## config.mk

```make
export PLATFORM = sky130hd
export DESIGN_NAME = qacc_lane
export DESIGN_NICKNAME = d
export VERILOG_FILES = /design/src/hw/rtl/qacc_pkg.sv /design/src/hw/rtl/qacc_lane.sv
export SDC_FILE = /design/constraint.sdc
export NUM_CORES = 2
export LEC_CHECK = 0
export BUFFER_PORTS_ARGS = -buffer_cell sky130_fd_sc_hd__buf_2
export CORE_MARGIN = 5
export CORE_UTILIZATION = 61
export DETAILED_ROUTE_END_ITERATION = 6
export PLACE_DENSITY = 0.87
export REMOVE_ABC_BUFFERS = 1
export SLEW_MARGIN = 20
export SYNTH_ARGS = -nofsm -noshare
export SYNTH_HDL_FRONTEND = slang
export SYNTH_SLANG_ARGS = --single-unit
```

## constraint.sdc

```tcl
create_clock -name clk -period 6.8 [get_ports clk]
set_clock_uncertainty 0.2 [all_clocks]
set_input_delay 1.02 -clock clk [delete_from_list [all_inputs] [get_ports clk]]
set_output_delay 1.02 -clock clk [all_outputs]
set_load 0.05 [all_outputs]
```

## src/hw/rtl/qacc_pkg.sv

```systemverilog
// Shared types, widths and codes for the quaternion accumulator.
// No dependencies; the RTL files refer to this package by scoped names, the testbench imports it.
`timescale 1ns / 1ps
`default_nettype none
package qacc_pkg;
	localparam int CW    = 24;            // component width
	localparam int FB    = 16;            // fraction bits
	localparam int PW    = 2 * CW;        // product width
	localparam int AW    = 2 * CW + 2;    // accumulator width
	localparam int LW    = CW + 1;        // length (square root) width
	localparam int SQW   = 2 * LW;        // radicand width
	localparam int DW    = CW + FB + 1;   // dividend / quotient width
	localparam int CNTW  = $clog2(DW + 1);
	localparam int SQCW  = $clog2(LW + 1);

	localparam logic [2:0] ACT_LOAD = 3'd0;
	localparam logic [2:0] ACT_MUL  = 3'd1;
	localparam logic [2:0] ACT_VEC  = 3'd2;
	localparam logic [2:0] ACT_CONJ = 3'd3;
	localparam logic [2:0] ACT_NORM = 3'd4;

	localparam logic [1:0] STAT_OK   = 2'd0;
	localparam logic [1:0] STAT_SAT  = 2'd1;
	localparam logic [1:0] STAT_ZERO = 2'd2;

	localparam logic [1:0] IDX_X = 2'd0;
	localparam logic [1:0] IDX_Y = 2'd1;
	localparam logic [1:0] IDX_Z = 2'd2;
	localparam logic [1:0] IDX_W = 2'd3;

	typedef logic signed [CW-1:0] comp_t;

	typedef struct packed {
		comp_t x;
		comp_t y;
		comp_t z;
		comp_t w;
	} quat_t;

	typedef struct packed {
		logic [1:0] hidx;
		logic [1:0] oidx;
		logic       neg;
	} term_t;

	typedef struct packed {
		logic            clear;
		logic            mul_en;
		logic            neg;
		comp_t           a;
		comp_t           b;
		logic            div_load;
		logic            div_step;
		logic [LW-1:0]   divisor;
		comp_t           comp;
	} lane_cmd_t;

	typedef struct packed {
		logic signed [AW-1:0] acc;
		comp_t                prod_res;
		logic                 prod_sat;
		comp_t                norm_res;
		logic                 norm_sat;
	} lane_res_t;

	function automatic comp_t pick(input quat_t q, input logic [1:0] idx);
		comp_t r;
		case (idx)
			IDX_X:   r = q.x;
			IDX_Y:   r = q.y;
			IDX_Z:   r = q.z;
			default: r = q.w;
		endcase
		return r;
	endfunction

	// Hamilton product terms: lane (result component) and step give
	// held component, operand component and sign.
	function automatic term_t term_sel(input logic [1:0] lane, input logic [1:0] step);
		term_t t;
		case ({lane, step})
			{IDX_X, 2'd0}: t = '{IDX_X, IDX_W, 1'b0};
			{IDX_X, 2'd1}: t = '{IDX_W, IDX_X, 1'b0};
			{IDX_X, 2'd2}: t = '{IDX_Y, IDX_Z, 1'b0};
			{IDX_X, 2'd3}: t = '{IDX_Z, IDX_Y, 1'b1};
			{IDX_Y, 2'd0}: t = '{IDX_Y, IDX_W, 1'b0};
			{IDX_Y, 2'd1}: t = '{IDX_W, IDX_Y, 1'b0};
			{IDX_Y, 2'd2}: t = '{IDX_Z, IDX_X, 1'b0};
			{IDX_Y, 2'd3}: t = '{IDX_X, IDX_Z, 1'b1};
			{IDX_Z, 2'd0}: t = '{IDX_Z, IDX_W, 1'b0};
			{IDX_Z, 2'd1}: t = '{IDX_W, IDX_Z, 1'b0};
			{IDX_Z, 2'd2}: t = '{IDX_X, IDX_Y, 1'b0};
			{IDX_Z, 2'd3}: t = '{IDX_Y, IDX_X, 1'b1};
			{IDX_W, 2'd0}: t = '{IDX_W, IDX_W, 1'b0};
			{IDX_W, 2'd1}: t = '{IDX_X, IDX_X, 1'b1};
			{IDX_W, 2'd2}: t = '{IDX_Y, IDX_Y, 1'b1};
			default:       t = '{IDX_Z, IDX_Z, 1'b1};
		endcase
		return t;
	endfunction
endpackage
`default_nettype wire

```

## src/hw/rtl/qacc_lane.sv

```systemverilog
// One component lane: multiply-accumulate with round/saturate, and a
// restoring divider for normalize. Depends on qacc_pkg.
`timescale 1ns / 1ps
`default_nettype none
module qacc_lane (
	input  wire logic                clk,
	input  wire logic                arst_n,
	input  wire qacc_pkg::lane_cmd_t cmd,
	output qacc_pkg::lane_res_t      res
);
	localparam int CW = qacc_pkg::CW;
	localparam int AW = qacc_pkg::AW;
	localparam int PW = qacc_pkg::PW;
	localparam int LW = qacc_pkg::LW;
	localparam int DW = qacc_pkg::DW;
	localparam logic signed [AW-1:0] HALF_A = AW'(1) <<< (qacc_pkg::FB - 1);
	localparam logic signed [AW-1:0] CMAX_A = (AW'(1) <<< (CW - 1)) - AW'(1);
	localparam logic signed [AW-1:0] CMIN_A = -CMAX_A - AW'(1);
	localparam logic [DW-1:0] QMAX_P = DW'((64'd1 << (CW - 1)) - 64'd1);
	localparam logic [DW-1:0] QMAX_N = DW'(64'd1 << (CW - 1));

	logic signed [PW-1:0] prod_s1;
	logic                 neg_s1;
	logic                 en_s1;
	logic signed [AW-1:0] acc_q;
	logic signed [AW-1:0] prod_ext;
	logic signed [AW-1:0] rnd;

	logic [LW:0]          rem_q;
	logic [DW-1:0]        dvd_q;
	logic [LW-1:0]        dsr_q;
	logic                 sgn_q;
	logic [LW:0]          rem_sh;
	logic [CW-1:0]        mag;

	always_ff @(posedge clk or negedge arst_n) begin
		if (!arst_n) begin
			en_s1 <= 1'b0;
		end else begin
			en_s1 <= cmd.mul_en;
		end
	end

	always_ff @(posedge clk) begin
		prod_s1 <= cmd.a * cmd.b;
		neg_s1  <= cmd.neg;
		if (cmd.clear) begin
			acc_q <= '0;
		end else if (en_s1) begin
			acc_q <= neg_s1 ? acc_q - prod_ext : acc_q + prod_ext;
		end
	end

	assign prod_ext = AW'(prod_s1);
	assign rnd      = (acc_q + HALF_A) >>> qacc_pkg::FB;

	always_comb begin
		res.acc = acc_q;
		if (rnd > CMAX_A) begin
			res.prod_res = CW'(CMAX_A);
			res.prod_sat = 1'b1;
		end else if (rnd < CMIN_A) begin
			res.prod_res = CW'(CMIN_A);
			res.prod_sat = 1'b1;
		end else begin
			res.prod_res = CW'(rnd);
			res.prod_sat = 1'b0;
		end
	end

	// restoring division, one quotient bit per step
	assign mag    = cmd.comp[CW-1] ? CW'(-cmd.comp) : CW'(cmd.comp);
	assign rem_sh = {rem_q[LW-1:0], dvd_q[DW-1]};

	always_ff @(posedge clk) begin
		if (cmd.div_load) begin
			rem_q <= '0;
			dvd_q <= (DW'(mag) << qacc_pkg::FB) + DW'(cmd.divisor >> 1);
			dsr_q <= cmd.divisor;
			sgn_q <= cmd.comp[CW-1];
		end else if (cmd.div_step) begin
			if (rem_sh >= {1'b0, dsr_q}) begin
				rem_q <= rem_sh - {1'b0, dsr_q};
				dvd_q <= {dvd_q[DW-2:0], 1'b1};
			end else begin
				rem_q <= rem_sh;
				dvd_q <= {dvd_q[DW-2:0], 1'b0};
			end
		end
	end

	always_comb begin
		if (sgn_q) begin
			res.norm_sat = dvd_q > QMAX_N;
			res.norm_res = res.norm_sat ? CW'(CMIN_A) : CW'(-dvd_q);
		end else begin
			res.norm_sat = dvd_q > QMAX_P;
			res.norm_res = res.norm_sat ? CW'(CMAX_A) : CW'(dvd_q);
		end
	end
endmodule
`default_nettype wire

```

======== Word-level counts from Yosys, hierarchy flattened ========
Cells that the tools add are included.
storage, ports and cells
  bits in registers ....................... 192
  bits in latches ......................... 0
  memory bits (writable) .................. 0
  ROM bits ................................ 0
  bits of input ports ..................... 104
  output and inout port bits .............. 100
  word-level logic and storage cells ...... 33
  memories ................................ 0
operators by class
  add/subtract/negate cells ............... 7
  $mul .................................... 1
  div/mod/pow operators ................... 0
  magnitude comparators ................... 5
  equality and inequality tests ........... 0
  shift-type cells ........................ 0
  multiplexer cells ....................... 11
  bitwise gates (word level) .............. 0
  reductions and logical operators ........ 1
operators by type and width
  cell                                                   count
  2-to-1 mux 25 bit                                      4
  2-to-1 mux 41 bit                                      2
  2-to-1 mux 24 bit                                      3
  adder 50 x 17 -> 50 bit (second input constant)        1
  adder 50 x 48 -> 50 bit                                1
  2-to-1 mux 50 bit                                      1
  subtractor 50 x 48 -> 50 bit                           1
  multiplier 24 x 24 -> 48 bit                           1
  negation 24 bit                                        2
  adder 40 x 24 -> 41 bit                                1
  > comparator 41 x 23 -> 1 bit (second input constant)  1
  > comparator 41 x 24 -> 1 bit (second input constant)  1
  > comparator 34 x 24 -> 1 bit (second input constant)  1
  < comparator 34 x 24 -> 1 bit (second input constant)  1
  greater-or-equal comparator 26 x 25 -> 1 bit           1
  subtractor 25 bit                                      1
  nonzero test 2 bit                                     1
  2-to-1 mux 1 bit                                       1

======== Longest topological paths before layout ========
  depth after elaboration ................. 4
  mapped depth ............................ 27
  depth with buffers taken out ............ 26

======== Worst setup path before layout ========
OpenSTA, ideal clock, no wires.
  kind .................................... input-to-reg
  start point ............................. input port cmd[98] (netlist name)
  end point ............................... register prod_s1[47]
  setup time .............................. 72 ps
  arrival ................................. 7667 ps
  data required time ...................... 6528 ps
  path slack .............................. -1139 ps
  stages on the path ...................... 23
  buffers on the path ..................... 1
  path through ............................ clkbuf_1 > nand2_1 > inv_1 > fa_1 > fa_1 > inv_1 > fa_1 > inv_1 > fa_1 > fa_1 > fa_1 > inv_1 > fa_1 > inv_1 > ha_1 > and3_1 > and3_1 > and3_1 > a21oi_1 > a41oi_1 > o21a_1 > nor2_1 > xnor2_1
on the way
  cells in the longest elaborated chain, start to end .. 1
ends and longest elaborated chain
  element                       line             RTL
  start: declaration            qacc_lane.sv:8   input wire qacc_pkg::lane_cmd_t cmd,
  multiplier 24 x 24 -> 48 bit  qacc_lane.sv:45  prod_s1 <= cmd.a * cmd.b;
  end signal: assignment        qacc_lane.sv:45
  end: declaration              qacc_lane.sv:22  logic signed [PW-1:0] prod_s1;
No other way between the ends.
A chain may end at the register's enable or synchronous reset.

======== Worst setup path in the final report ========
  start point ............................. input port cmd[57] (netlist name)
  end point ............................... register prod_s1[47]
Same word-level chain as after synthesis.

==> flow_summary.rst <==
.. list-table::
   :header-rows: 1

   * - Metric
     - Value
   * - Result of the run
     - finished, violations left
   * - Violated checks
     - setup timing
   * - Number of instances in the synthesized netlist
     - 3978
   * - Hold Crit Class
     - primary input to async pin
   * - First DRT Iteration DRCs
     - 3048
   * - Async S/R FF share, synth
     - 0.521%
   * - Remaining antenna violation count
     - 0
   * - Clock latency on the worst-skew pair
     - 0.47 ns
   * - Fin. Hold Viols
     - 0
   * - Top post-synthesis cells by area
     - fa_1 (35%), ha_1 (7.8%), inv_1 (7.5%)
   * - Most common library cells after synthesis
     - inv_1 (707), fa_1 (610), nand2_1 (417)
   * - Crit path arrival time
     - 7.49 ns
   * - Worst-Margin Slew
     - 0.924 ns
   * - Final Slew Violations
     - 0
   * - Cell repeated most along the worst path
     - fa_1
   * - Number of cell instances on the worst register-to-register path
     - 18
   * - Rel. slew slack
     - 38.4%
   * - Post-synth top area share
     - 34.6%
   * - Startpoint kind of the worst setup timing path
     - primary input
   * - Post-DR wirelength/cell
     - 20.8 µm
   * - Remaining design rule violation count
     - 0
   * - Count of buffers inserted at the top-level ports
     - 203
   * - Area of the mapped netlist
     - 35300 µm²
   * - GP Congestion
     - 1.01
   * - Launching point of the worst reg2reg path
     - prod_s1[18]$_DFF_P_
   * - Number of global-route vias before repair
     - 31992
   * - Synthesized-area fraction occupied by and/or/nand/nor cells
     - 17.0%
   * - GR Util All Layers
     - 31.8%
   * - Count of yosys warnings during synthesis
     - 0
   * - Gate family responsible for the most delay along the worst path
     - adder cells
   * - Post-Synth Adder-Cell Area
     - 42.4%
   * - Final WS setup
     - -0.532 ns
   * - Relative area change from synthesis to final layout
     - 18.0%
   * - Dominant combinational cell family by area after synthesis
     - adder cells
   * - Die Width
     - 251 µm
   * - Number of buffers on the longest clock path
     - 2
   * - Total of flip-flops plus latches after synthesis
     - 192
   * - Crit path largest cell delay
     - 0.66 ns
   * - Setup repair after global routing missed its margin
     - yes
   * - Number of buffers created by CTS
     - 17
   * - Initial Util
     - 61.5%
   * - First drt pass iteration count
     - 7
   * - Global-route wire length before repair
     - 163 mm
   * - Most used DFF post-synth
     - dfxtp_1
   * - Nets
     - 5323
   * - Achievable frequency
     - 136 MHz
   * - Total grt overflow
     - 0
   * - Boundary Pins
     - 204
   * - Category of the most critical setup path
     - primary input to flop
   * - Library cell contributing the largest single delay on the critical path
     - fa_2
   * - Total number of H-tree levels
     - 4
   * - Part of the cycle the worst path needs
     - 108%
   * - Largest net degree at the start of global routing
     - 81
   * - Xor-xnor portion of the synthesized cell area
     - 5.70%
   * - Clk root buf
     - clkbuf_16
   * - Element type at the critical path end
     - flop
   * - Wirelength, routed
     - 108 mm
   * - Layout cells sized above 1
     - 20.8%
   * - Endpoint of the worst register-to-register path
     - acc_q[49]$_SDFFE_PP0P_
   * - CP Buf/Inv Count
     - 11
   * - Tmin final
     - 7.33 ns
   * - Vias/cell
     - 5.98
   * - Number of buffers added to fix hold violations after cts
     - 0
   * - Total vias in the final route
     - 30927
   * - Reg clk slew, reported paths
     - 0.09 ns
   * - Max-Cap Viols
     - 0
   * - Detailed-placement wirelength estimate
     - 79.4 mm
   * - Register area share after synthesis
     - 12.8%
   * - Number of library cell types mapped by synthesis
     - 86
   * - Most frequent cell after synthesis
     - inv_1
   * - Non-filler instance count after layout
     - 5170
   * - Avg Synthesized Cell Area
     - 8.88 µm²
   * - Library cell with the largest summed area after synthesis
     - fa_1
   * - Multiplexer area fraction after synthesis
     - 2.41%
   * - Maximum fanout along the worst path
     - 9
   * - # setup viols final
     - 22
   * - CTS tree
     - built
   * - Site Rows
     - 88
   * - Area of the die
     - 62800 µm²
   * - Core Region
     - 57500 µm²
   * - Number of antenna violations at the first check in global routing
     - 2
   * - Number of synthesized flops with an enable pin
     - 67
   * - Die height
     - 251 µm
   * - Critical path startpoint
     - cmd[57]
   * - Compound-cell area share of the yosys netlist
     - 10.3%
   * - Worst setup slack for register-to-register paths
     - 0.98 ns
   * - Number of clock sinks
     - 192
   * - Required @ worst endpoint
     - 6.95 ns
   * - Cell count after placement
     - 5076
## cell usage in the layout (no fill, tap or decap), types with 23 or more instances in the layout
| master | count |
|---|---|
| inv_1 | 639 |
| fa_1 | 560 |
| nand2_1 | 406 |
| buf_4 | 279 |
| and2_1 | 246 |
| nor2_1 | 208 |
| ha_1 | 194 |
| buf_2 | 170 |
| xnor2_1 | 168 |
| a21oi_1 | 126 |
| dfxtp_1 | 124 |
| o21ai_0 | 102 |
| a21o_1 | 82 |
| inv_2 | 67 |
| edfxtp_1 | 67 |
| buf_6 | 67 |
| xor2_1 | 60 |
| nand3_1 | 54 |
| fa_2 | 50 |
| nor3_1 | 49 |
| mux2i_1 | 48 |
| and2_4 | 34 |
| mux2_2 | 33 |
| nand2b_1 | 31 |
| a211oi_1 | 29 |
| nand4_1 | 27 |
| ha_4 | 26 |
| nor2b_1 | 24 |
| a31oi_1 | 23 |
## through the flow
step           TNS [ns]  util (%)  setup WS [ns]  area, µm²  hold slack (ns)
2_1_floorplan     -9.13         -         -0.892      34700            0.253
3_3_place_gp     -22.56      67.8          -1.07      39000            0.278
3_5_place_dp     -27.13      67.8          -1.26      39000            0.295
4_1_cts           -2.42      70.9         -0.313      40700           0.0881
5_1_grt           -8.01      72.5         -0.654      41700           0.0929
6_report          -5.83      72.5         -0.532      41700            0.111
## flip-flops by register name, indices dropped and copies added (netlist names)
| name | count |
|---|---|
| prod_s1 | 48 |
| en_s1 | 1 |
| neg_s1 | 1 |
| sgn_q | 1 |
| dvd_q | 41 |
| rem_q | 25 |
| acc_q | 50 |
| dsr_q | 25 |
## cells by family (layout without fill, tap and decap cells)
group / after synthesis / in the layout
and+or+nand+nor: 1216 / 1216
buffers and inverters: 871 / 1294
adders and majority gates: 831 / 831
AOI/OAI and AO/OA: 557 / 557
xor gates and xnor gates: 230 / 230
DFF: 192 / 192
muxes: 81 / 81
other: 0 / 4
## metal layers
layer,wire (µm),vias to the layer above,GRT usage (%)
met3,10700,567,7.70
met2,50900,2034,52.5
met5,0,-,0
met4,6900,0,14.5
met1,39100,14858,39.8
li1,-,13468,-
## layout make-up
| class | count | area (µm²) |
|---|---|---|
| sequential | 192 | 4520 |
| inverter | 709 | 2670 |
| clock inverter | 14 | 198 |
| timing repair buffer | 553 | 4350 |
| clock buffer | 18 | 450 |
| multi-input combinational | 2915 | 28500 |
| tap | 765 | 957 |
| fill | 3740 | 15800 |
| antenna | 4 | 10.0 |
## worst max path at each step
stage	end	depth (start not counted)
finish	prod_s1[47]$_DFF_P_	27
global route	prod_s1[46]$_DFF_P_	28
CTS	prod_s1[47]$_DFF_P_	26
detailed placement	prod_s1[43]$_DFF_P_	24
global placement	prod_s1[44]$_DFF_P_	25
floorplan	prod_s1[47]$_DFF_P_	21
## worst reg2reg max path, stage by stage, from the launching register on
cell and delay (ns):
dfxtp_1 0.34, or4_1 0.58, nor4_1 0.35, nor3b_1 0.41, nand4_1 0.24, nor3_1 0.48
a21o_1 0.32, o21ai_0 0.15, xnor2_1 0.16, ha_1 0.39, a21o_1 0.21, o21bai_1 0.18
nor4_1 0.20, o21ai_0 0.20, a221o_1 0.32, a41oi_1 0.27, o21ai_0 0.17, mux2i_1 0.21
mux2_2 0.35
## what timing repair did
item,4_1_cts,5_1_grt
gates cloned,2,5
resized for setup,221,234
pin swaps,161,169
buffers inserted,34,28
endpoints found under the setup margin,28,29
Power is not shown: default switching activity piles up to over one toggle a cycle in this logic, so the estimate is an artifact.
