--- config.mk ---
export PLATFORM = sky130hd
export DESIGN_NAME = qacc_isqrt
export DESIGN_NICKNAME = d
export VERILOG_FILES = /design/src/hw/rtl/qacc_pkg.sv /design/src/hw/rtl/qacc_isqrt.sv
export SDC_FILE = /design/constraint.sdc
export NUM_CORES = 1
export LEC_CHECK = 0
export BUFFER_PORTS_ARGS = -buffer_cell sky130_fd_sc_hd__clkbuf_2
export CAP_MARGIN = 0
export CORE_MARGIN = 5
export CORE_UTILIZATION = 32
export DETAILED_ROUTE_END_ITERATION = 8
export HOLD_SLACK_MARGIN = 0.06
export SETUP_SLACK_MARGIN = 0.1
export SYNTH_ARGS = -nofsm -noshare
export SYNTH_HDL_FRONTEND = slang
export SYNTH_SLANG_ARGS = --single-unit
--- constraint.sdc ---
create_clock -name clk -period 2.9 [get_ports clk]
set_input_delay 0.29 -clock clk [delete_from_list [all_inputs] [get_ports clk]]
set_output_delay 0.29 -clock clk [all_outputs]
set_load 0.01 [all_outputs]
--- src/hw/rtl/qacc_pkg.sv ---
// Shared types, widths and codes for the quaternion accumulator.
// No dependencies; the RTL files refer to this package by scoped names, the testbench imports it.
`timescale 1ns / 1ps
`default_nettype none
package qacc_pkg;
	localparam int CW    = 24;            // component width
	localparam int FB    = 16;            // fraction bits
	localparam int PW    = 2 * CW;        // product width
	localparam int AW    = 2 * CW + 2;    // accumulator width
	localparam int LW    = CW + 1;        // length (square root) width
	localparam int SQW   = 2 * LW;        // radicand width
	localparam int DW    = CW + FB + 1;   // dividend / quotient width
	localparam int CNTW  = $clog2(DW + 1);
	localparam int SQCW  = $clog2(LW + 1);

	localparam logic [2:0] ACT_LOAD = 3'd0;
	localparam logic [2:0] ACT_MUL  = 3'd1;
	localparam logic [2:0] ACT_VEC  = 3'd2;
	localparam logic [2:0] ACT_CONJ = 3'd3;
	localparam logic [2:0] ACT_NORM = 3'd4;

	localparam logic [1:0] STAT_OK   = 2'd0;
	localparam logic [1:0] STAT_SAT  = 2'd1;
	localparam logic [1:0] STAT_ZERO = 2'd2;

	localparam logic [1:0] IDX_X = 2'd0;
	localparam logic [1:0] IDX_Y = 2'd1;
	localparam logic [1:0] IDX_Z = 2'd2;
	localparam logic [1:0] IDX_W = 2'd3;

	typedef logic signed [CW-1:0] comp_t;

	typedef struct packed {
		comp_t x;
		comp_t y;
		comp_t z;
		comp_t w;
	} quat_t;

	typedef struct packed {
		logic [1:0] hidx;
		logic [1:0] oidx;
		logic       neg;
	} term_t;

	typedef struct packed {
		logic            clear;
		logic            mul_en;
		logic            neg;
		comp_t           a;
		comp_t           b;
		logic            div_load;
		logic            div_step;
		logic [LW-1:0]   divisor;
		comp_t           comp;
	} lane_cmd_t;

	typedef struct packed {
		logic signed [AW-1:0] acc;
		comp_t                prod_res;
		logic                 prod_sat;
		comp_t                norm_res;
		logic                 norm_sat;
	} lane_res_t;

	function automatic comp_t pick(input quat_t q, input logic [1:0] idx);
		comp_t r;
		case (idx)
			IDX_X:   r = q.x;
			IDX_Y:   r = q.y;
			IDX_Z:   r = q.z;
			default: r = q.w;
		endcase
		return r;
	endfunction

	// Hamilton product terms: lane (result component) and step give
	// held component, operand component and sign.
	function automatic term_t term_sel(input logic [1:0] lane, input logic [1:0] step);
		term_t t;
		case ({lane, step})
			{IDX_X, 2'd0}: t = '{IDX_X, IDX_W, 1'b0};
			{IDX_X, 2'd1}: t = '{IDX_W, IDX_X, 1'b0};
			{IDX_X, 2'd2}: t = '{IDX_Y, IDX_Z, 1'b0};
			{IDX_X, 2'd3}: t = '{IDX_Z, IDX_Y, 1'b1};
			{IDX_Y, 2'd0}: t = '{IDX_Y, IDX_W, 1'b0};
			{IDX_Y, 2'd1}: t = '{IDX_W, IDX_Y, 1'b0};
			{IDX_Y, 2'd2}: t = '{IDX_Z, IDX_X, 1'b0};
			{IDX_Y, 2'd3}: t = '{IDX_X, IDX_Z, 1'b1};
			{IDX_Z, 2'd0}: t = '{IDX_Z, IDX_W, 1'b0};
			{IDX_Z, 2'd1}: t = '{IDX_W, IDX_Z, 1'b0};
			{IDX_Z, 2'd2}: t = '{IDX_X, IDX_Y, 1'b0};
			{IDX_Z, 2'd3}: t = '{IDX_Y, IDX_X, 1'b1};
			{IDX_W, 2'd0}: t = '{IDX_W, IDX_W, 1'b0};
			{IDX_W, 2'd1}: t = '{IDX_X, IDX_X, 1'b1};
			{IDX_W, 2'd2}: t = '{IDX_Y, IDX_Y, 1'b1};
			default:       t = '{IDX_Z, IDX_Z, 1'b1};
		endcase
		return t;
	endfunction
endpackage
`default_nettype wire

--- src/hw/rtl/qacc_isqrt.sv ---
// Digit-by-digit integer square root, one result bit per cycle.
// Depends on qacc_pkg for widths.
`timescale 1ns / 1ps
`default_nettype none
module qacc_isqrt (
	input  wire logic                          clk,
	input  wire logic                          arst_n,
	input  wire logic                          start,
	input  wire logic [qacc_pkg::SQW-1:0]      radicand,
	output logic                               done,
	output logic [qacc_pkg::LW-1:0]            root
);
	localparam int LW  = qacc_pkg::LW;
	localparam int SQW = qacc_pkg::SQW;

	logic                       run_q;
	logic                       done_q;
	logic [qacc_pkg::SQCW-1:0]  cnt_q;
	logic [SQW-1:0]             rad_q;
	logic [LW:0]                rem_q;
	logic [LW-1:0]              root_q;
	logic [LW+2:0]              rem2;
	logic [LW+2:0]              trial;

	assign rem2  = {rem_q, rad_q[SQW-1 -: 2]};
	assign trial = {2'b00, root_q[LW-2:0], 2'b01};

	always_ff @(posedge clk or negedge arst_n) begin
		if (!arst_n) begin
			run_q  <= 1'b0;
			done_q <= 1'b0;
			cnt_q  <= '0;
		end else begin
			done_q <= 1'b0;
			if (start) begin
				run_q <= 1'b1;
				cnt_q <= '0;
			end else if (run_q) begin
				cnt_q <= cnt_q + 1'b1;
				if (cnt_q == qacc_pkg::SQCW'(LW - 1)) begin
					run_q  <= 1'b0;
					done_q <= 1'b1;
				end
			end
		end
	end

	always_ff @(posedge clk) begin
		if (start) begin
			rad_q  <= radicand;
			rem_q  <= '0;
			root_q <= '0;
		end else if (run_q) begin
			rad_q <= rad_q << 2;
			if (rem2 >= trial) begin
				rem_q  <= (LW+1)'(rem2 - trial);
				root_q <= {root_q[LW-2:0], 1'b1};
			end else begin
				rem_q  <= (LW+1)'(rem2);
				root_q <= {root_q[LW-2:0], 1'b0};
			end
		end
	end

	assign done = done_q;
	assign root = root_q;
endmodule
`default_nettype wire

# --- Yosys cells after proc, flatten, opt, wreduce, memory -nomap -nowiden ---
# Cells that the tools add are included.
totals:
  regBits: 108
  in_bits: 53
  output_inout_bits: 26
  wordCells: 23
classes:
  n_addsub: 2
  n_lt_le_gt_ge: 1
  n_eq_ne: 1
  mux: 12
  n_reduce_logical: 1
op_table:
  columns: ["op", "n"]
  rows:
  - ["$mux W50", 2]
  - ["$ge A28 B26 Y1", 1]
  - ["$mux W26", 1]
  - ["$sub A26 B26 Y26", 1]
  - ["$mux W5", 2]
  - ["$mux W1", 7]
  - ["$add A5 B1 Y5 const B", 1]
  - ["$eq A5 B5 Y1 const B", 1]
  - ["$reduce_bool A2 Y1", 1]

# --- Logic depth before layout (Yosys ltp) ---
# Gate-level depths: netlist of the first run.
logic_depth:
  ltp_word: 4
  mapped_depth: 11
  mapped_depth_nobuf: 9

# --- Least setup slack after synthesis of the first run ---
# No wires, ideal clock.
synth_timing:
  path_kind: "reg2reg"
  from: "register root_q[11] (netlist: root[11])"
  to: "register rem_q[1]"
  setup_ns: 0.116
  arrival_time_ns: 2.497
  t_required_ns: 2.784
  setup_slack_ns: 0.288
  path_stages_with_launch: 11
  n_path_buf: 1
  period_less_slack_ns: 2.612
  cell_sequence: "dfxtp_1 inv_1 ha_1 a21oi_2 o221ai_2 a41o_1 a221o_1 a211oi_4 buf_6 nand2_1 a31o_1"
synth_between:
  elab_chain_len: 2
synth_rtl:
  columns: ["item", "line_no", "source"]
  rows:
  - ["from (decl)", "qacc_isqrt.sv:21", "logic [LW-1:0] root_q;"]
  - ["from (signal assigned)", "qacc_isqrt.sv:57", "root_q <= {root_q[LW-2:0], 1'b1};"]
  - ["from (signal assigned)", "qacc_isqrt.sv:60", "root_q <= {root_q[LW-2:0], 1'b0};"]
  - ["$ge A28 B26 Y1", "qacc_isqrt.sv:55", "if (rem2 >= trial) begin"]
  - ["$mux W26", "qacc_isqrt.sv:55", null]
  - ["to (signal assigned)", "qacc_isqrt.sv:56", "rem_q <= (LW+1)'(rem2 - trial);"]
  - ["to (signal assigned)", "qacc_isqrt.sv:59", "rem_q <= (LW+1)'(rem2);"]
  - ["to (decl)", "qacc_isqrt.sv:20", "logic [LW:0] rem_q;"]
# No other way between the ends.
# A chain may end at the register's enable or synchronous reset.

# --- Worst setup path in the final report of the first run ---
layout_timing:
  from: "register root_q[13] (netlist: root[13])"
  to: "register rem_q[5]"
# Same word-level chain as after synthesis.

==> metrics.md, run 1 <==
| Metric | Value |
|---|---|
| Hold path start | `radicand[0]` |
| TritonCTS clock tree | `done` |
| Final Hold Fails | `0` |
| Die H | `148 um` |
| Commonest non-fill, non-tap cell in the layout | `clkbuf_2` |
| Drt wl/cell | `14.9 um` |
| Mapped cell area | `6070 um^2` |
| Most common flop cell mapped by yosys | `dfxtp_1` |
| Commonest cells after routing, fill and taps aside | `77 x clkbuf_2, 64 x nor2_1, 54 x nand2_1, 51 x dfxtp_1, 50 x edfxtp_1` |
| Number of CTS-inserted buffers | `9` |
| Crit Reg-Reg Startpoint | `root[13]$_SDFFE_PP0P_` |
| Cells along the critical path | `inv_1 -> ha_1 -> a21oi_2 -> o221ai_2 -> a41o_1 -> a221o_2 -> a211oi_4 -> buf_6 -> nand2_1 -> a311oi_2` |
| Synth Area in Compound Gates | `16.8%` |
| Seq pwr share | `29.4%` |
| Synthesized area per cell | `10.3 um^2` |
| Max Fanout on Critical Path | `14` |
| Root Buffer | `clkbuf_16` |
| Clock Skews | `0.0114 ns` |
| Synth Area in Adders | `5.77%` |
| Post-synth EDFFs | `50` |
| Seq cells post-synth | `108` |
| Global-route wire length before repair | `23.2 mm` |
| Total wire length | `13.6 mm` |
| Initial DRC count | `191` |
| Routed Antenna Nets | `0` |
| Mapped Cells | `592` |
| Worst Path Required | `3.17 ns` |
| Clock period minus final worst setup slack | `2.64 ns` |
| Ys Warns | `0` |
| Net Switching | `2.71 mW` |
| Post-DP HPWL | `9.79 mm` |
| Largest family of logic cells by synthesized area | `compound AO/OA/AOI/OAI gates` |
| DR vias | `4545` |
| Die width | `148 um` |
| Syn Nets | `673` |
| Clock Path Buffers | `2` |
| Mux contribution to synthesized area | `13.3%` |
| Global-route usage over all layers | `12.9%` |
| Clock sink count | `108` |
| Slew margin rel. | `57.9%` |
| Setup WS post-layout | `0.263 ns` |
| Num rows | `50` |
| Area delta synth->final | `19.4%` |
| Vias per cell | `4.97` |
| Vias in the first global route | `4672` |
| RSZ-0062 raised after global routing | `yes` |
| Crit path kind | `reg2reg` |
| HP Class | `in2reg` |
| Count of final setup violators | `0` |
| Status | `complete, no violations` |
| Fin. max-slew vios | `0` |
| Die outline area | `21800 um^2` |
| Switch share | `40.2%` |
| Top delay family on crit path | `compound AO/OA/AOI/OAI gates` |
| Crit. End Element | `flop` |
| Yosys cell types | `70` |
| Max_cap viols | `0` |
| Postcts setup bufs | `0` |
| Initial Util | `32.5%` |
| Fill count | `1819` |
| CP max stage cell | `a221o_2` |
| P_int | `4.04 mW` |
| Setup WS pre-CTS | `0.0899 ns` |
| Worst Path Arrival | `2.91 ns` |
| PortBufs | `78` |
| Crit share post-route | `90.9%` |
| Final setup TNS | `0 ns` |
| Async S/R FF share, synth | `6.48%` |
| Core footprint | `18700 um^2` |
| Fmax | `0.379 GHz` |
| Inserted Diodes | `0` |
| Clk pwr share | `19.1%` |
| XOR/XNOR Fraction of Synth Area | `2.60%` |
| Clock transition at the registers of the reported paths | `0.08 ns` |
| Slew @ Worst Pin | `0.632 ns` |
| Seq/Total Area, Yosys | `44.4%` |
| H-Tree Level Count | `3` |
| Pwr per Cell Area | `930 nW/um^2` |
| Ports | `79` |
| Simple-gate share of the synthesized area | `12.6%` |
| Leakage | `3.09 nW` |
| Largest net degree at the start of global routing | `104` |
| Max stage delay on crit path | `0.41 ns` |
| Nets | `757` |
| Worst-skew pair later-pin latency | `0.36 ns` |
| Share of layout cells above drive strength 1 | `30.4%` |
| Gpl congestion | `0.862` |
| Remaining DRCs | `0` |
| Comb pwr share | `51.5%` |
| Worst vdd ir | `0.398 mV` |
| Initial DRT Pass Iterations | `4` |
| Startpoint Class | `flop` |
| Initial antenna violation count | `0` |
| Critical path launch point | `root[13]$_SDFFE_PP0P_` |
| Total gr overflow | `0` |
| Buf/Inv on CP | `2` |
[sequential cells by signal, indices dropped and copies added, names as in the netlist]
signal and flops:
root 25, run_q 1, rad_q 50, cnt_q 5
rem_q 26, done 1
[final cells by class]
cell class                 count  area [um^2]  area share (%)
clock buffer                   9          225            3.11
clock inverter                 7         88.8            1.23
inverter                      37          139            1.92
multi-input combinational    418         3190            44.0
sequential                   108         2700            37.3
tap                          234          293            4.04
timing repair buffer         102          617            8.51
[logic make-up (layout without fill, tap and decap cells)]
group / after synthesis / count (layout)
xor gates and xnor gates: 18 / 18
and+or+nand+nor: 169 / 169
DFF: 108 / 108
adders and majority gates: 28 / 28
AOI/OAI and AO/OA: 128 / 128
buffers and inverters: 66 / 155
muxes: 75 / 75
[power by group through the flow]
stage	sequential [mW]	clock [mW]	combinational (mW)
2_1_floorplan	1.98	0	2.57
3_3_place_gp	2.02	0	3.28
4_1_cts	1.99	1.33	3.33
3_5_place_dp	2.02	0	3.30
5_1_grt	2.02	1.38	3.87
6_report	1.99	1.29	3.47
[worst register-to-register path: stages (launching register included)]
cell and delay (ns):
dfxtp_1 0.34, inv_1 0.04, ha_1 0.35, a21oi_2 0.20, o221ai_2 0.12, a41o_1 0.27
a221o_2 0.41, a211oi_4 0.30, buf_6 0.21, nand2_1 0.09, a311oi_2 0.23
[through the flow]
step | cells | power, mW | area, um^2 | hold slack, ns | utilization, %
global placement | 898 | 5.30 | 6840 | 0.138 | 36.6
CTS | 915 | 6.65 | 7180 | 0.193 | 38.4
global route | 915 | 7.26 | 7250 | 0.208 | 38.8
detailed placement | 898 | 5.32 | 6840 | 0.140 | 36.6
floorplan | 592 | 4.55 | 6070 | -0.00559 | -
finish | 915 | 6.75 | 7250 | 0.208 | 38.8
[cell usage after synthesis, types with 3 or more instances]
library cell | instances | area [um^2]
o21bai_1 | 4 | 30.0
xnor2_1 | 10 | 87.6
a21oi_1 | 29 | 145
dfrtp_1 | 7 | 175
a211oi_1 | 4 | 30.0
or3_1 | 4 | 25.0
clkbuf_1 | 15 | 56.3
a31oi_1 | 3 | 18.8
inv_1 | 37 | 139
nand4_1 | 8 | 50.1
buf_2 | 8 | 40.0
mux2_2 | 48 | 541
xor2_1 | 8 | 70.1
a21boi_0 | 3 | 22.5
a311oi_1 | 5 | 43.8
and2_1 | 3 | 18.8
nand3_1 | 6 | 30.0
dfxtp_1 | 51 | 1020
nor2_1 | 65 | 244
nand2b_1 | 4 | 25.0
edfxtp_1 | 50 | 1500
o21ai_0 | 19 | 95.1
o21ai_1 | 3 | 15.0
or2_2 | 3 | 18.8
o211ai_1 | 3 | 22.5
a21o_1 | 7 | 52.6
buf_1 | 4 | 15.0
mux2i_1 | 27 | 270
nand2_1 | 54 | 203
nor3_1 | 4 | 20.0
nor2b_1 | 4 | 25.0
ha_1 | 28 | 350
o21a_1 | 5 | 37.5
a311oi_2 | 11 | 165
[worst paths after layout]
| check | to | slack (ns) | cells past startpoint |
|---|---|---|---|
| setup / recovery | rem_q[5]$_SDFFE_PP0P_ | 0.26 | 10 |
| hold / removal | rad_q[0]$_SDFFCE_PN0P_ | 0.21 | 2 |
| setup reg to reg | rem_q[5]$_SDFFE_PP0P_ | 0.26 | 10 |
| hold reg to reg | rem_q[0]$_SDFFE_PP0P_ | 0.49 | 2 |
| max in group asynchronous | run_q$_DFF_PN0_ | 2.42 | 2 |
| min in group asynchronous | done$_DFF_PN0_ | 0.29 | 2 |
[layer usage]
| metal | global-route usage, % | vias to the layer above | part of all wire [%] |
|---|---|---|---|
| met1 | 17.1 | 2105 | 48 |
| met5 | 0 | - | 0 |
| met2 | 19.8 | 97 | 44 |
| met4 | 2.61 | 0 | 1.0 |
| met3 | 5.43 | 10 | 7.4 |
| li1 | - | 2333 | - |
[timing repair]
action / in CTS / in global routing
setup endpoints to repair: 4 / 26
hold endpoints to repair: 7 / 0
hold buffers: 1 / 0
pin swaps: 0 / 2
resized for setup: 2 / 15
(Power assumes the default switching activity.)
==> run 2: changes to the inputs <==
ABC_AREA = 1   (was unset)
RECOVER_POWER = 50   (was unset)
==> run 2 against run 1 <==
  * The flow now finishes with violations (max-capacitance violations, max-slew violations)
  * Synthesized cell count is 55% higher
  * Routed wire length is 19% higher
  * Total power is 6.0% higher
  * Hold slack worse by 0.036 ns
==> metrics.md, run 2 <==
| Metric | Value |
|---|---|
| Initial antenna violation count | `1 (+1)` |
| Met2 GRT Util | `24.5% (+4.8 points)` |
| Hold Path Depth | `3 (+1)` |
| Crit. End Element | `flop` |
| Comb pwr share | `54.6% (+3.1 points)` |
| R2R depth | `14 (+4)` |
| Clock Skews | `0.00960 ns (-0.00178 ns)` |
| Slew margin rel. | `-19.4% (-77 points)` |
| Die width | `151 um (+2.2%)` |
| Total gr overflow | `0 (unchanged)` |
| Final setup TNS | `0 ns (unchanged)` |
| Clock Path Buffers | `2 (unchanged)` |
| Switch share | `46.3% (+6.1 points)` |
| Max Fanout on Critical Path | `21 (+7)` |
| Global-route met3 utilization | `3.77% (-1.7 points)` |
| Overall power | `7.15 mW (+6.0%)` |
| Die H | `151 um (+2.2%)` |
| Largest register FFs | `50 (unchanged)` |
| HP Class | `in2reg` |
| Hold path start | `radicand[0]` |
| Seq cells post-synth | `108 (unchanged)` |
| Core footprint | `19500 um^2 (+4.4%)` |
| DR vias | `5722 (+26%)` |
| Dpl cells | `1249 (+39%)` |
| Top cells by count, synth | `399 x nand2_1, 147 x inv_1, 51 x dfxtp_1, 50 x edfxtp_1, 44 x nand3_1` |
| Commonest non-fill, non-tap cell in the layout | `nand2_1` |
| Total wire length | `16.2 mm (+19%)` |
| Mapped Cells | `918 (+55%)` |
| Top reg by flops | `rad_q` |
| Yosys cell types | `33 (-53%)` |
| Root Buffer | `clkbuf_16` |
| Num rows | `51 (+2.0%)` |
| Post-DP HPWL | `12.1 mm (+24%)` |
| Synth top area cells | `edfxtp_1 24%, nand2_1 24%, dfxtp_1 16%` |
| Clock sink count | `108 (unchanged)` |
| Number of CTS-inserted buffers | `9 (unchanged)` |
| Fmax | `0.410 GHz (+8.1%)` |
| PortBufs | `78 (unchanged)` |
| Worst-skew pair later-pin latency | `0.36 ns (about the same)` |
| Worst Path Required | `3.21 ns (+0.04 ns)` |
| Global-route usage over all layers | `14.9% (+2.1 points)` |
| Initial DRC count | `377 (+97%)` |
| Seq/Total Area, Yosys | `42.4% (-2.0 points)` |
| Fin. max-slew vios | `45 (+45)` |
| Initial Util | `32.6% (+0.12 points)` |
| Vias per cell | `4.52 (-9.0%)` |
| Status | `complete, but fails checks` |
| Clock transition at the registers of the reported paths | `0.09 ns (about the same)` |
| Slew @ Worst Pin | `1.79 ns (+1.16 ns)` |
| Drt wl/cell | `12.8 um (-14%)` |
| Syn Nets | `999 (+48%)` |
| Remaining DRCs | `0 (unchanged)` |
| Crit Reg-Reg Startpoint | `root[20]$_SDFFE_PP0P_` |
| Largest net degree at the start of global routing | `47 (-55%)` |
| Routed Antenna Nets | `0 (unchanged)` |
| Postcts setup bufs | `0 (unchanged)` |
| Net Switching | `3.31 mW (+22%)` |
| Max_cap viols | `1 (+1)` |
| Synthesized area per cell | `6.93 um^2 (-32%)` |
| Most common flop cell mapped by yosys | `dfxtp_1` |
| P_int | `3.84 mW (-4.9%)` |
| Seq pwr share | `27.4% (-2.0 points)` |
| Global-route wire length before repair | `27.3 mm (+18%)` |
| Crit path kind | `reg2reg` |
| H-Tree Level Count | `3 (unchanged)` |
| Clock period minus final worst setup slack | `2.44 ns (-0.197 ns)` |
| Post-synth top area cell | `edfxtp_1` |
| Failing checks | `max-capacitance violations, max-slew violations` |
| Ys Warns | `0 (unchanged)` |
| Post-synth EDFFs | `50 (unchanged)` |
| Layout Cells excl Fill | `1266 (+38%)` |
| Share of the synthesized area in the top cell type | `23.6% (-1.1 points)` |
| RSZ-0062 raised after global routing | `no` |
| Area delta synth->final | `15.8%` |
| Worst vdd ir | `0.340 mV (-15%)` |
| Gpl congestion | `0.902 (+4.7%)` |
| Ports | `79 (unchanged)` |
| Leakage | `3.84 nW (+25%)` |
| Share of layout cells above drive strength 1 | `9.09% (-21 points)` |
| Die outline area | `22800 um^2 (+4.4%)` |
| Vias in the first global route | `5722 (+22%)` |
| Initial DRT Pass Iterations | `4 (unchanged)` |
| Critical path launch point | `root[20]$_SDFFE_PP0P_` |
| Clk pwr share | `18.0% (-1.1 points)` |
| TritonCTS clock tree | `done` |
| Inserted Diodes | `0 (unchanged)` |
| Worst Path Arrival | `2.75 ns (-0.16 ns)` |
| Nets | `1077 (+42%)` |
| Commonest cells after routing, fill and taps aside | `399 x nand2_1, 147 x inv_1, 51 x clkbuf_2, 51 x dfxtp_1, 50 x edfxtp_1` |
| Pwr per Cell Area | `969 nW/um^2 (+4.2%)` |
| Startpoint Class | `flop` |
| Most common cell in the netlist | `nand2_1` |
| Final Hold Fails | `0 (unchanged)` |
| Count of final setup violators | `0 (unchanged)` |
| Crit share post-route | `84.2% (-6.8 points)` |
| Async S/R FF share, synth | `6.48% (unchanged)` |
| Most Crowded Layer GR | `met2` |
| Mapped cell area | `6360 um^2 (+4.8%)` |
| Flop-to-flop setup slack | `0.46 ns (+0.20 ns)` |
| Met1 Use GR | `19.2% (+2.1 points)` |
-- run 2: cell types whose count changed after synthesis, sizes merged, moves of 6 or more --
cell	delta
inv	+111
a21o	-7
nand2	+346
a311oi	-16
nand4	+9
o21a	-6
nand3	+40
nor2	-20
o22ai	+23
mux2i	-27
buf	-6
mux2	-48
-- run 2: through the flow --
stage / setup slack [ns] / hold WS [ns] / utilization (%) / cell area [um^2]
2_1_floorplan: 0.149 / -0.00559 / - / 6360
3_3_place_gp: 0.384 / 0.136 / 36.4 / 7100
3_5_place_dp: 0.335 / 0.137 / 36.4 / 7100
4_1_cts: 0.314 / 0.154 / 38.0 / 7420
5_1_grt: 0.192 / 0.181 / 37.8 / 7370
6_report: 0.460 / 0.172 / 37.8 / 7370
-- run 2: layout make-up --
class	count	area, um^2
Clock buffer	9	225
Timing Repair Buffer	93	473
Fill cell	2154	12200
Sequential cell	108	2700
Clock inverter	7	86.3
Multi-Input combinational cell	635	3000
Inverter	149	559
Tap cell	265	332
-- run 2: what timing repair did --
action,in CTS,in global routing
hold buffers,1,0
setup endpoints to repair,0,8
resized for setup,0,1
hold endpoints to repair,7,0
-- run 2: cells by family after synthesis --
family / count (synthesis) / share of synthesized area (%)
AO/OA/AOI/OAI: 70 / 6.11
XOR/XNOR: 14 / 1.93
adder cells (fa/ha/maj): 28 / 5.50
buffers and inverters: 175 / 10.6
flip-flops: 108 / 42.4
AND/OR/NAND/NOR: 523 / 33.5
-- run 2: per-layer routing --
| layer | part of all wire [%] | routed length, um |
|---|---|---|
| met1 | 46 | 7480 |
| met2 | 46 | 7460 |
| met3 | 5.8 | 932 |
| met4 | 2.0 | 320 |
| met5 | 0.043 | 7 |
-- run 2: path summary, 6_finish.rpt --
path,endpoint
setup / recovery,rem_q[9]$_SDFFE_PP0P_
hold / removal,rad_q[0]$_SDFFCE_PN0P_
setup reg to reg,rem_q[9]$_SDFFE_PP0P_
hold reg to reg,rem_q[3]$_SDFFE_PP0P_
max in group asynchronous,cnt_q[1]$_DFFE_PN0P_
min in group asynchronous,cnt_q[0]$_DFFE_PN0P_
-- run 2: power by group through the flow --
stage          combinational [mW]  clock [mW]  sequential (mW)
2_1_floorplan                3.01           0             1.96
3_3_place_gp                 3.86           0             1.99
3_5_place_dp                 3.88           0             1.99
4_1_cts                      3.91        1.35             1.96
5_1_grt                      4.53        1.39             1.99
6_report                     3.90        1.29             1.96
-- run 2: critical path: stages, from the launching register on --
cell     delay [ns]
dfxtp_1        0.33
inv_1          0.08
ha_1           0.38
nand2_1        0.15
inv_1          0.05
nand2_1        0.06
nand2_1        0.08
nand2_1        0.09
nand2_1        0.05
a21oi_1        0.22
nand3_4        0.29
buf_4          0.30
a21oi_1        0.13
o21ai_0        0.11
nand2_1        0.06
==> run 3: changes to the inputs <==
clock period = 2.5 ns   (was 2.9 ns; I/O delays follow)
==> run 3 against run 2 <==
  * The flow now finishes without violations
  * Setup slack worse by 0.23 ns
  * Non-clock buffer count up 12
  * Clock power up 14%
  * Die area unchanged
  * Cell area up 2.4%
  * Maximum frequency up 7.6%
  * Clock-buffer cell count unchanged
  * Sequential share of layout area down 0.84 points
  * Final cell count up 1.0%
  * Total power up 20%
  * Clock skew about the same
  * Via count up 0.66%
  * Largest power group unchanged
==> metrics.md, run 3 (synthesis gave the netlist of run 2 again) <==
| Metric | Value |
|---|---|
| Clock transition at the registers of the reported paths | `0.09 ns (about the same)` |
| Global-route usage over all layers | `14.8% (-0.15 points)` |
| Vias in the first global route | `5638 (-1.5%)` |
| Leakage | `3.91 nW (+1.8%)` |
| Inserted Diodes | `0 (unchanged)` |
| Core footprint | `19500 um^2 (unchanged)` |
| Most Crowded Layer GR | `met2` |
| Worst vdd ir | `0.486 mV (+43%)` |
| Clock period minus final worst setup slack | `2.27 ns (-0.173 ns)` |
| Fin area | `7550 um^2 (+2.4%)` |
| TritonCTS clock tree | `done` |
| Routed Antenna Nets | `0 (unchanged)` |
| Total wire length | `16.3 mm (+0.91%)` |
| Total gr overflow | `0 (unchanged)` |
| Largest register FFs | `50 (unchanged)` |
| Share of layout cells above drive strength 1 | `11.5% (+2.4 points)` |
| FF/Latch Area | `2700 um^2 (unchanged)` |
| DR vias | `5760 (+0.66%)` |
| Number of CTS-inserted buffers | `9 (unchanged)` |
| Worst Path Required | `2.80 ns (-0.41 ns)` |
| Fin. max-slew vios | `0 (-100%)` |
| Initial DRT Pass Iterations | `5 (+1)` |
| Commonest cells after routing, fill and taps aside | `396 x nand2_1, 146 x inv_1, 52 x clkbuf_2, 51 x dfxtp_1, 50 x edfxtp_1` |
| Gpl congestion | `0.922 (+2.2%)` |
| Die outline area | `22800 um^2 (unchanged)` |
| Worst Path Arrival | `2.57 ns (-0.18 ns)` |
| Slew margin rel. | `19.6% (+39 points)` |
| Final Hold Fails | `0 (unchanged)` |
| HP Class | `in2reg` |
| Met1 Use GR | `19.0% (-0.16 points)` |
| Global-route wire length before repair | `27.2 mm (-0.58%)` |
| Multi-input gate area | `3090 um^2 (+2.9%)` |
| Crit path kind | `reg2reg` |
| Fill count | `2138 (-0.74%)` |
| Post-DP HPWL | `12.3 mm (+1.2%)` |
| Count of final setup violators | `0 (unchanged)` |
| Clock Skews | `0.00942 ns (-0.000184 ns)` |
| Area after DPL | `7150 um^2 (+0.67%)` |
| Nets | `1090 (+1.2%)` |
| Commonest non-fill, non-tap cell in the layout | `nand2_1` |
| Die width | `151 um (unchanged)` |
| Met2 GRT Util | `24.5% (-0.067 points)` |
| Status | `complete, no violations` |
| Largest net degree at the start of global routing | `62 (+32%)` |
| Top reg by flops | `rad_q` |
| Die H | `151 um (unchanged)` |
| Vias per cell | `4.50 (-0.36%)` |
| Crit. End Element | `flop` |
| Crit share post-route | `90.7% (+6.6 points)` |
| Slew @ Worst Pin | `1.21 ns (-0.585 ns)` |
| Clock sink count | `108 (unchanged)` |
| Overall power | `8.57 mW (+20%)` |
| PortBufs | `78 (unchanged)` |
| Remaining DRCs | `0 (unchanged)` |
| Num rows | `51 (unchanged)` |
| Startpoint Class | `flop` |
| Final setup TNS | `0 ns (unchanged)` |
| Root Buffer | `clkbuf_16` |
| Area delta synth->final | `18.6%` |
| Max Fanout on Critical Path | `8 (-62%)` |
| Clock Path Buffers | `2 (unchanged)` |
| Ports | `79 (unchanged)` |
| RSZ-0062 raised after global routing | `no` |
| Initial antenna violation count | `0 (-1)` |
| Global-route met3 utilization | `3.80% (+0.030 points)` |
| Worst-skew pair later-pin latency | `0.37 ns (about the same)` |
| Initial DRC count | `295 (-22%)` |
| H-Tree Level Count | `3 (unchanged)` |
| Fmax | `0.441 GHz (+7.6%)` |
| Drt wl/cell | `12.8 um (-0.11%)` |
| Pwr per Cell Area | `1140 nW/um^2 (+17%)` |
| Max_cap viols | `0 (-1)` |
| Worst hold slack | `0.132 ns (-0.0406 ns)` |
| Initial Util | `32.6% (unchanged)` |
==> run 3: final cells by class <==
| type | count | share of cell area (%) |
|---|---|---|
| sequential | 108 | 35.7 |
| clock buffer | 9 | 2.98 |
| clock inverter | 7 | 1.04 |
| inverter | 149 | 7.41 |
| tap | 265 | 4.39 |
| multi-input combinational | 636 | 40.9 |
| timing repair buffer | 105 | 7.53 |
==> run 3: through the flow <==
stage               util (%)  setup slack [ns]  std cells
finish                  38.7             0.232       1279
global route            38.7            0.0185       1279
CTS                     38.3             0.164       1274
detailed placement      36.6            0.0424       1257
global placement        36.6             0.101       1257
floorplan                  -             0.485        918
==> run 3: worst paths after layout <==
kind | startpoint | endpoint | slack, ns | depth (start not counted)
max | root[22]$_SDFFE_PP0P_ | rem_q[23]$_SDFFE_PP0P_ | 0.23 | 12
min | radicand[0] | rad_q[0]$_SDFFCE_PN0P_ | 0.13 | 3
max reg2reg | root[22]$_SDFFE_PP0P_ | rem_q[23]$_SDFFE_PP0P_ | 0.23 | 12
min reg2reg | rem_q[3]$_SDFFE_PP0P_ | rem_q[3]$_SDFFE_PP0P_ | 0.47 | 2
max in group asynchronous | arst_n | cnt_q[1]$_DFFE_PN0P_ | 1.89 | 2
min in group asynchronous | arst_n | cnt_q[2]$_DFFE_PN0P_ | 0.33 | 2
==> run 3: power breakdown <==
part,internal (mW),switching (mW)
Combinational,1.80,3.02
Clock,0.714,0.752
Sequential,2.12,0.167
Total,4.63,3.94
==> run 3: critical path, stage by stage (launching register included) <==
cell	delay (ns)
dfxtp_1	0.33
inv_1	0.07
ha_1	0.37
nand4_1	0.21
nor2_2	0.26
and2_1	0.20
nand2_2	0.10
nand3_4	0.17
buf_4	0.20
nand3_1	0.09
nand3_1	0.07
nand2_1	0.05
inv_1	0.09
==> run 3: what timing repair did <==
item,4_1_cts,5_1_grt
hold buffers,1,0
hold endpoints to repair,7,0
gates resized for setup,1,14
endpoints found under the setup margin,18,21
setup buffers,0,4
gates cloned,0,1
pin swaps,0,2
==> run 3: metal layers <==
| layer | up-vias | part of all wire (%) | wire, um |
|---|---|---|---|
| li1 | 3056 | - | - |
| met1 | 2555 | 46 | 7560 |
| met2 | 130 | 46 | 7570 |
| met3 | 19 | 5.8 | 952 |
| met4 | 0 | 1.5 | 251 |
| met5 | - | 0 | 0 |
